`src/hdl/object_block_frame_parser_macros.svh`:
```
// ---------------------------------------------------------------------------
// Assertion macros for the object block frame parser
// Implication checks sampled on the rising clock edge, off during reset.
// ---------------------------------------------------------------------------
`ifndef OBJECT_BLOCK_FRAME_PARSER_MACROS_SVH
`define OBJECT_BLOCK_FRAME_PARSER_MACROS_SVH

// Consequent must hold in the same cycle as the antecedent.
`define OBFP_ASSERT_SAME(label, clk, rstn, ante, cons, msg) \
    label: assert property (@(posedge clk) disable iff (!(rstn)) (ante) |-> (cons)) \
        else $error(msg);

// Consequent must hold in the cycle after the antecedent.
`define OBFP_ASSERT_NEXT(label, clk, rstn, ante, cons, msg) \
    label: assert property (@(posedge clk) disable iff (!(rstn)) (ante) |=> (cons)) \
        else $error(msg);

`endif

```
`src/hdl/obfp_pkg.sv`:
```
// ---------------------------------------------------------------------------
// obfp_pkg
// Types and constants shared by the object block frame parser modules.
// ---------------------------------------------------------------------------
`default_nettype none

package obfp_pkg;

    localparam int MAX_BLOCK_LIMIT = 10;
    localparam int LIMIT_W         = 8;

    localparam logic [15:0] W_START     = 16'haa55;
    localparam logic [15:0] W_START_CC  = 16'haa56;
    localparam logic [15:0] W_START_REV = 16'h55aa;
    localparam logic [15:0] W_NONE      = 16'hffff;

    localparam logic [2:0] WORDS_NORMAL = 3'd5;
    localparam logic [2:0] WORDS_CC     = 3'd6;

    typedef enum logic [1:0] {
        PH_HUNT     = 2'd0,
        PH_CHECKSUM = 2'd1,
        PH_FIELDS   = 2'd2,
        PH_TRAILER  = 2'd3
    } phase_t;

    typedef enum logic [1:0] {
        KIND_ACCEPT    = 2'd0,
        KIND_CKSUM_ERR = 2'd1,
        KIND_FRAME_END = 2'd2
    } kind_t;

    typedef struct packed {
        logic        valid;
        kind_t       kind;
        logic [3:0]  block_count;
        logic        color_coded;
        logic [15:0] rotation;
        logic [15:0] box_height;
        logic [15:0] box_width;
        logic [15:0] y_center;
        logic [15:0] x_center;
        logic [15:0] signature;
    } result_t;

endpackage

`default_nettype wire

```
`src/hdl/obfp_core.sv`:
```
// ---------------------------------------------------------------------------
// obfp_core
// Byte pairing, frame hunt and block checksum state for the frame parser.
// ---------------------------------------------------------------------------
`default_nettype none

module obfp_core (
    input  wire logic            aclk,
    input  wire logic            aresetn,
    input  wire logic            byte_accept,
    input  wire logic [7:0]      rx_byte,
    input  wire logic [3:0]      max_blocks,
    output obfp_pkg::result_t    res
);

    obfp_pkg::phase_t phase_reg, phase_next;
    logic [7:0]  low_reg, low_next;
    logic        half_reg, half_next;
    logic        drop_reg, drop_next;
    logic [15:0] prev_reg, prev_next;
    logic [15:0] exp_reg, exp_next;
    logic [15:0] sum_reg, sum_next;
    logic [2:0]  idx_reg, idx_next;
    logic        color_reg, color_next;
    logic        resume_reg, resume_next;
    logic [3:0]  acc_reg, acc_next;

    logic [15:0] store_reg [6];
    logic        store_we;

    logic [15:0] word;
    logic        word_start;
    logic [obfp_pkg::LIMIT_W-1:0] limit;
    logic        limit_zero;
    logic        acc_at_limit;
    logic [15:0] sum_add;
    logic [2:0]  idx_inc;
    logic [15:0] fw [6];

    assign word       = {rx_byte, low_reg};
    assign word_start = (word == obfp_pkg::W_START) || (word == obfp_pkg::W_START_CC);
    assign limit      = ({4'd0, max_blocks} < obfp_pkg::LIMIT_W'(obfp_pkg::MAX_BLOCK_LIMIT))
                        ? {4'd0, max_blocks}
                        : obfp_pkg::LIMIT_W'(obfp_pkg::MAX_BLOCK_LIMIT);
    assign limit_zero   = (limit == '0);
    assign acc_at_limit = ({4'd0, acc_reg} >= limit);
    assign sum_add      = sum_reg + word;
    assign idx_inc      = idx_reg + 3'd1;

    // Block words as they stand once the current word lands in its slot.
    always_comb begin
        for (int j = 0; j < 6; j++) begin
            fw[j] = (idx_reg == 3'(j)) ? word : store_reg[j];
        end
    end

    always_comb begin
        phase_next  = phase_reg;
        low_next    = low_reg;
        half_next   = half_reg;
        drop_next   = drop_reg;
        prev_next   = prev_reg;
        exp_next    = exp_reg;
        sum_next    = sum_reg;
        idx_next    = idx_reg;
        color_next  = color_reg;
        resume_next = resume_reg;
        acc_next    = acc_reg;
        store_we    = 1'b0;
        res         = '0;

        if (byte_accept) begin
            if (drop_reg) begin
                drop_next = 1'b0;
            end else if (!half_reg) begin
                low_next  = rx_byte;
                half_next = 1'b1;
            end else begin
                half_next = 1'b0;
                unique case (phase_reg)
                    obfp_pkg::PH_HUNT: begin
                        if (resume_reg) begin
                            resume_next = 1'b0;
                            acc_next    = 4'd0;
                            if (limit_zero) begin
                                // Empty frame, then the word opens a fresh hunt.
                                res.valid = 1'b1;
                                res.kind  = obfp_pkg::KIND_FRAME_END;
                                phase_next = obfp_pkg::PH_HUNT;
                                if (word == obfp_pkg::W_START_REV) begin
                                    drop_next = 1'b1;
                                end
                                prev_next = word;
                            end else if (word_start) begin
                                resume_next = 1'b1;
                                color_next  = (word == obfp_pkg::W_START_CC);
                                res.valid   = 1'b1;
                                res.kind    = obfp_pkg::KIND_FRAME_END;
                                phase_next  = obfp_pkg::PH_HUNT;
                                prev_next   = obfp_pkg::W_NONE;
                            end else if (word == 16'd0) begin
                                res.valid  = 1'b1;
                                res.kind   = obfp_pkg::KIND_FRAME_END;
                                phase_next = obfp_pkg::PH_HUNT;
                                prev_next  = obfp_pkg::W_NONE;
                            end else begin
                                exp_next   = word;
                                sum_next   = 16'd0;
                                idx_next   = 3'd0;
                                phase_next = obfp_pkg::PH_FIELDS;
                            end
                        end else if (word == 16'd0 && prev_reg == 16'd0) begin
                            acc_next   = 4'd0;
                            res.valid  = 1'b1;
                            res.kind   = obfp_pkg::KIND_FRAME_END;
                            phase_next = obfp_pkg::PH_HUNT;
                            prev_next  = obfp_pkg::W_NONE;
                        end else if (prev_reg == obfp_pkg::W_START && word_start) begin
                            color_next = (word == obfp_pkg::W_START_CC);
                            acc_next   = 4'd0;
                            if (limit_zero) begin
                                res.valid  = 1'b1;
                                res.kind   = obfp_pkg::KIND_FRAME_END;
                                phase_next = obfp_pkg::PH_HUNT;
                                prev_next  = obfp_pkg::W_NONE;
                            end else begin
                                phase_next = obfp_pkg::PH_CHECKSUM;
                            end
                        end else begin
                            if (word == obfp_pkg::W_START_REV) begin
                                drop_next = 1'b1;
                            end
                            prev_next = word;
                        end
                    end
                    obfp_pkg::PH_CHECKSUM: begin
                        if (word_start) begin
                            // The next frame starts right at its checksum word.
                            resume_next     = 1'b1;
                            color_next      = (word == obfp_pkg::W_START_CC);
                            res.valid       = 1'b1;
                            res.kind        = obfp_pkg::KIND_FRAME_END;
                            res.block_count = acc_reg;
                            phase_next      = obfp_pkg::PH_HUNT;
                            prev_next       = obfp_pkg::W_NONE;
                        end else if (word == 16'd0) begin
                            res.valid       = 1'b1;
                            res.kind        = obfp_pkg::KIND_FRAME_END;
                            res.block_count = acc_reg;
                            phase_next      = obfp_pkg::PH_HUNT;
                            prev_next       = obfp_pkg::W_NONE;
                        end else begin
                            exp_next   = word;
                            sum_next   = 16'd0;
                            idx_next   = 3'd0;
                            phase_next = obfp_pkg::PH_FIELDS;
                        end
                    end
                    obfp_pkg::PH_FIELDS: begin
                        store_we = 1'b1;
                        sum_next = sum_add;
                        idx_next = idx_inc;
                        if (idx_inc >= (color_reg ? obfp_pkg::WORDS_CC
                                                  : obfp_pkg::WORDS_NORMAL)) begin
                            res.valid = 1'b1;
                            if (sum_add == exp_reg) begin
                                res.kind = obfp_pkg::KIND_ACCEPT;
                                acc_next = acc_reg + 4'd1;
                            end else begin
                                res.kind = obfp_pkg::KIND_CKSUM_ERR;
                            end
                            res.signature   = fw[0];
                            res.x_center    = fw[1];
                            res.y_center    = fw[2];
                            res.box_width   = fw[3];
                            res.box_height  = fw[4];
                            res.rotation    = color_reg ? fw[5] : 16'd0;
                            res.color_coded = color_reg;
                            phase_next      = obfp_pkg::PH_TRAILER;
                        end
                    end
                    obfp_pkg::PH_TRAILER: begin
                        if (word_start && !acc_at_limit) begin
                            color_next = (word == obfp_pkg::W_START_CC);
                            phase_next = obfp_pkg::PH_CHECKSUM;
                        end else begin
                            if (word_start) begin
                                color_next = (word == obfp_pkg::W_START_CC);
                            end
                            res.valid       = 1'b1;
                            res.kind        = obfp_pkg::KIND_FRAME_END;
                            res.block_count = acc_reg;
                            phase_next      = obfp_pkg::PH_HUNT;
                            prev_next       = obfp_pkg::W_NONE;
                        end
                    end
                    default: begin
                        phase_next = obfp_pkg::PH_HUNT;
                    end
                endcase
            end
        end
    end

    always_ff @(posedge aclk) begin
        if (!aresetn) begin
            phase_reg  <= obfp_pkg::PH_HUNT;
            low_reg    <= 8'd0;
            half_reg   <= 1'b0;
            drop_reg   <= 1'b0;
            prev_reg   <= obfp_pkg::W_NONE;
            exp_reg    <= 16'd0;
            sum_reg    <= 16'd0;
            idx_reg    <= 3'd0;
            color_reg  <= 1'b0;
            resume_reg <= 1'b0;
            acc_reg    <= 4'd0;
        end else begin
            phase_reg  <= phase_next;
            low_reg    <= low_next;
            half_reg   <= half_next;
            drop_reg   <= drop_next;
            prev_reg   <= prev_next;
            exp_reg    <= exp_next;
            sum_reg    <= sum_next;
            idx_reg    <= idx_next;
            color_reg  <= color_next;
            resume_reg <= resume_next;
            acc_reg    <= acc_next;
        end
    end

    // Block word store: payload only, no reset.
    always_ff @(posedge aclk) begin
        if (store_we && idx_reg < 3'd6) begin
            store_reg[idx_reg] <= word;
        end
    end

endmodule

`default_nettype wire

```
`src/hdl/object_block_frame_parser.sv`:
```
// ---------------------------------------------------------------------------
// object_block_frame_parser
// Parses a camera object block byte stream into block and frame end results.
// ---------------------------------------------------------------------------
// Usage:
// Bytes from the camera link enter on the s_ channel, one byte per request.
// Results leave on the m_ channel; m_tuser holds the result kind (block
// accepted, block checksum error, frame end) and m_tdata the block words,
// the color-coded flag and, on frame end, the accepted block count.
// The cfg_ channel writes max_blocks; it is always ready and must only be
// written while no result is pending.
// A result appears on m_ in the cycle after the byte that completes it is
// accepted. Throughput: one byte per cycle, unless the receiver stalls with
// a result held.
// Each byte yields at most one result, and most bytes yield none.
// When the receiver stalls with a result held, s_tready drops until that
// result is taken; a result taken in the same cycle lets a new byte in.
// Reset clears the parser to hunting for a frame start, empties the result
// register and sets max_blocks to 1.
// ---------------------------------------------------------------------------
`default_nettype none

`include "object_block_frame_parser_macros.svh"

module object_block_frame_parser (
    input  wire logic         aclk,
    input  wire logic         aresetn,
    input  wire logic         s_tvalid,
    output logic              s_tready,
    input  wire logic [7:0]   s_tdata,   // [7:0] rx_byte
    output logic              m_tvalid,
    input  wire logic         m_tready,
    output logic [103:0]      m_tdata,   // [15:0] signature, [31:16] x_center,
                                         // [47:32] y_center, [63:48] box_width,
                                         // [79:64] box_height, [95:80] rotation,
                                         // [96] color_coded, [100:97] block_count
    output logic [1:0]        m_tuser,   // [1:0] result_kind
    input  wire logic         cfg_valid,
    output logic              cfg_ready,
    input  wire logic [3:0]   cfg_data   // [3:0] max_blocks
);

    logic              s_accept;
    logic [3:0]        max_blocks_reg;
    obfp_pkg::result_t res;
    obfp_pkg::result_t out_reg;
    logic              m_valid_reg, m_valid_next;

    assign cfg_ready = 1'b1;
    assign s_tready  = !m_valid_reg || m_tready;
    assign s_accept  = s_tvalid && s_tready;

    always_ff @(posedge aclk) begin
        if (!aresetn) begin
            max_blocks_reg <= 4'd1;
        end else if (cfg_valid && cfg_ready) begin
            max_blocks_reg <= cfg_data;
        end
    end

    obfp_core u_core (
        .aclk        (aclk),
        .aresetn     (aresetn),
        .byte_accept (s_accept),
        .rx_byte     (s_tdata),
        .max_blocks  (max_blocks_reg),
        .res         (res)
    );

    always_comb begin
        m_valid_next = m_valid_reg;
        if (s_accept) begin
            m_valid_next = res.valid;
        end else if (m_tready) begin
            m_valid_next = 1'b0;
        end
    end

    always_ff @(posedge aclk) begin
        if (!aresetn) begin
            m_valid_reg <= 1'b0;
        end else begin
            m_valid_reg <= m_valid_next;
        end
    end

    always_ff @(posedge aclk) begin
        if (s_accept && res.valid) begin
            out_reg <= res;
        end
    end

    assign m_tvalid = m_valid_reg;
    assign m_tuser  = out_reg.kind;
    assign m_tdata  = {3'd0, out_reg.block_count, out_reg.color_coded,
                       out_reg.rotation, out_reg.box_height, out_reg.box_width,
                       out_reg.y_center, out_reg.x_center, out_reg.signature};

    `OBFP_ASSERT_SAME(a_end_no_fields, aclk, aresetn,
        m_tvalid && m_tuser == obfp_pkg::KIND_FRAME_END, m_tdata[96:0] == 97'd0,
        "frame end carries block fields")
    `OBFP_ASSERT_SAME(a_block_no_count, aclk, aresetn,
        m_tvalid && m_tuser != obfp_pkg::KIND_FRAME_END, m_tdata[100:97] == 4'd0,
        "block result carries a count")
    `OBFP_ASSERT_SAME(a_ready_when_empty, aclk, aresetn,
        !m_tvalid, s_tready,
        "input stalled while result register is empty")
    `OBFP_ASSERT_NEXT(a_stall_blocks_input, aclk, aresetn,
        m_tvalid && !m_tready, m_tvalid,
        "held result lost during stall")

endmodule

`default_nettype wire
```
`config.mk`:
```
export PLATFORM = sky130hd
export DESIGN_NAME = object_block_frame_parser
export DESIGN_NICKNAME = d
export VERILOG_FILES = /design/src/hdl/obfp_pkg.sv /design/src/hdl/obfp_core.sv /design/src/hdl/object_block_frame_parser.sv
export VERILOG_INCLUDE_DIRS = /design/src /design/src/hdl
export SDC_FILE = /design/constraint.sdc
export NUM_CORES = 1
export LEC_CHECK = 0
export BUFFER_PORTS_ARGS = -buffer_cell sky130_fd_sc_hd__buf_4
export CAP_MARGIN = 30
export CELL_PAD_IN_SITES_DETAIL_PLACEMENT = 1
export CELL_PAD_IN_SITES_GLOBAL_PLACEMENT = 2
export CORE_UTILIZATION = 35
export DETAILED_ROUTE_END_ITERATION = 10
export PLACE_DENSITY_LB_ADDON = 0.1
export SYNTH_ARGS = -nofsm -noshare
export SYNTH_HDL_FRONTEND = slang
export SYNTH_SLANG_ARGS = --single-unit
```
`constraint.sdc`:
```
create_clock -name aclk -period 4.9 [get_ports aclk]
set_input_delay 0.49 -clock aclk [delete_from_list [all_inputs] [get_ports aclk]]
set_output_delay 0.49 -clock aclk [all_outputs]
set_load 0.01 [all_outputs]
```
==> flow_summary.yaml <==
logic_synthesis:
  syn-mean-instance-area_sq_um: 10.6
  yosys-top-cells-area: "edfxtp_1, dfxtp_1, nand2_1"
  synth.top_cell.area_share_pct: 48.7
  dominantRegCellSynth: "edfxtp_1"
  yosys.cell_types.count: 74
  seq_area_frac_synth_pct: 60.8
  synth-async-reset-ratio_pct: 0
  netlist.top_cell.by_area: "edfxtp_1"
  count_of_flip_flops_with_a_built_in_enable_after_synthesis: 199
  yosysWarnings: 0
  postSynthCellCount: 1156
  syn_area_sq_um: 12300
  ys_ff_latch: 273
floorplan:
  initial_cell_density_of_the_core_pct: 35.5
  fp.dieH_microns: 189
  num_rows: 68
  io_pins: 126
  fp.coreArea_sq_um: 34500
  die-area_sq_um: 35800
  die_x_extent_microns: 189
detailed_routing:
  routed_wl_microns: 36700
  dr.first_iter.drc_count: 565
  first_pass_iters: 5
  detailroute.via_count: 9158
  wl_per_cell_microns: 21.0
  antenna_violating_nets_post_route: 0
  drcViolationCount: 0
  vias_per_inst: 5.25
placement:
  dp.final_hpwl_microns: 24100
  place_congestion: 0.859
  dpl_worst_slack_ns: 1.01
  port-buffer-count: 121
global_route:
  grt_residual_overflow: 0
  grt_antenna_before_repair: 0
  grt_first_pass_wirelength_microns: 56300
  grt_max_degree: 52
  grt_pass1_vias: 9019
  groute.usage.overall_pct: 20.5
clock_tree:
  clkLatencyLatePin_ns: 0.58
  hold_buffers: 0
  cts_buffers: 31
  cts_resized: 0
  clock_sink_count: 273
  cts_max_path_buffers: 3
  clock_tree_from_tritoncts: "built"
  clkTransAtPathRegs_ns: 0.06
  clock_tree.htree_level_count: 1
  cts_root_buf: "clkbuf_16"
  setup_buffers_after_cts: 0
finish:
  final_cell_mix: "nand2_1, edfxtp_1, buf_4"
  layout.cells.most_common: "nand2_1"
  number_of_nets_in_the_finished_design: 1311
  post_route_cells_drive_above_1_share_pct: 17.3
  number_of_flip_flops_in_the_largest_register: 101
  antennaDiodeCount: 0
  final.fill_count: 3838
  utilization_pct: 42.5
  syn2layout_area_growth_pct: 19.8
critical_path:
  cp.arrival_ns: 4.03
  crit_path_cell_trace: "buf_4 -> nor3_1 -> nand2_1 -> nor3_2 -> nand2_1 -> a2111oi_2 -> nor3_1 -> a31oi_1 -> nand2_4 -> buf_12"
  path_class: "register to register"
  start_kind: "register"
  worst_path_max_delay_cell: "a2111oi_2"
  critical_path_rt_ns: 5.21
  critical_path.endpoint_type: "register"
  critical_path_buf_inv_count: 2
  timing.critical_path.fanout_max: 37
  critical-path-top-delay-family: "simple AND/OR/NAND/NOR gates"
  slowest_cell_delay_on_critical_path_ns: 0.56
power_and_ir_drop:
  power.ir.vdd_worst_mv: 0.289
  switching_power_mw: 1.11
  power.density_nw_per_um2: 333
  total_power_mw: 4.90
  internal_power_mw: 3.79
  combinationalPowerShare_pct: 4.7
  static_leakage_nw: 5.58
  power_switching_share_pct: 22.6
  clock_power_share_pct: 44.4
  seq_power_share_pct: 50.9
timing:
  finalWorstPathRequiredPeriod_ns: 3.72
  post-route-period-util_pct: 75.9
  finClkSkew_ns: 0.0159
  count_of_final_hold_check_violations: 0
  slew_violations: 0
  clock.fmax_ghz: 0.269
  max-slew-margin-rel_pct: 38.6
  final_setup_viols: 0
  setup_slack_ns: 1.18
  setup_repair_after_global_routing_missed_its_margin: "no"
  tightestPinTransition_ns: 0.913
  final.setup.tns_ns: 0
  whs_ns: 0.129
run:
  maxCapViolations: 0
min_path:
  holdCritPathClass: "input pin to register"
outcome:
  status: "finished, final reports clean"
[cell type report]
class	instances	area, sq um	share of cell area [%]
multi-input cells	780	4420	30.1
repair buffers	157	1210	8.27
inverters	23	86.3	0.588
clock inverters	13	104	0.707
clock buffers	45	838	5.71
well taps	455	569	3.87
flip-flops and latches	273	7460	50.7
[worst reg2reg max path, delay by kind of cell, from the launching register on]
family / cells / cell delay, ns
compound gates: 2 / 1.00
buf+inv: 2 / 0.55
flops: 1 / 0.36
simple gates: 6 / 1.52
[Yosys cell counts, types with 3 or more instances]
| cell type | count |
|---|---|
| nor3_1 | 19 |
| o21ai_1 | 6 |
| and2_1 | 12 |
| xnor2_1 | 13 |
| or3_1 | 8 |
| a211oi_2 | 3 |
| o2111ai_1 | 3 |
| nand2b_1 | 7 |
| nor2_1 | 76 |
| o21ai_0 | 17 |
| clkbuf_1 | 62 |
| nand4_1 | 10 |
| dfxtp_1 | 74 |
| o311ai_0 | 4 |
| a21oi_1 | 133 |
| xor2_1 | 10 |
| nor2b_1 | 7 |
| buf_4 | 5 |
| edfxtp_1 | 199 |
| nand2_1 | 266 |
| buf_2 | 14 |
| nand3_1 | 14 |
| o22ai_1 | 17 |
| a31oi_1 | 7 |
| mux2i_1 | 32 |
| inv_1 | 22 |
| a211oi_1 | 4 |
| ha_1 | 27 |
| a21o_1 | 4 |
| nor4_1 | 20 |
| nor3b_1 | 4 |
[cell families after synthesis]
kind of cell | synth area share [%]
AND/OR/NAND/NOR | 16.7
buffers and inverters | 3.57
other | 0.0612
AO/OA/AOI/OAI | 11.5
XOR/XNOR | 1.78
adder cells (fa/ha/maj) | 2.92
flip-flops | 60.8
multiplexers | 2.73
[metal layers]
layer / GRT usage [%] / wire, microns
met3: 2.26 / 1330
met2: 33.0 / 16800
met4: 4.78 / 818
met1: 29.4 / 17700
met5: 0 / 0
[path summary, 6_finish.rpt]
path,start,end,slack [ns],depth (start not counted)
max reg2reg,u_core.low_reg[3],m_tdata[25],1.18,10
min reg2reg,u_core.sum_reg[7],u_core.sum_reg[7],0.46,2
min,cfg_data[0],max_blocks_reg[0],0.13,3
max,u_core.low_reg[3],m_tdata[25],1.18,10
[power by group through the flow]
stage                     sequential (mW)  clock (mW)  combinational, mW
after floorplan                      2.54           0              0.136
after global placement               2.54           0              0.228
after detailed placement             2.54           0              0.232
after CTS                            2.49        2.24              0.233
after global routing                 2.49        2.32              0.251
final                                2.49        2.17              0.232
[metrics by stage]
| stage | std cells | cell area (sq um) |
|---|---|---|
| after floorplan | 1158 | 12300 |
| after global placement | 1686 | 13700 |
| after detailed placement | 1688 | 13800 |
| after CTS | 1746 | 14700 |
| after global routing | 1746 | 14700 |
| final | 1746 | 14700 |
Power figures use the tool's default switching activity.
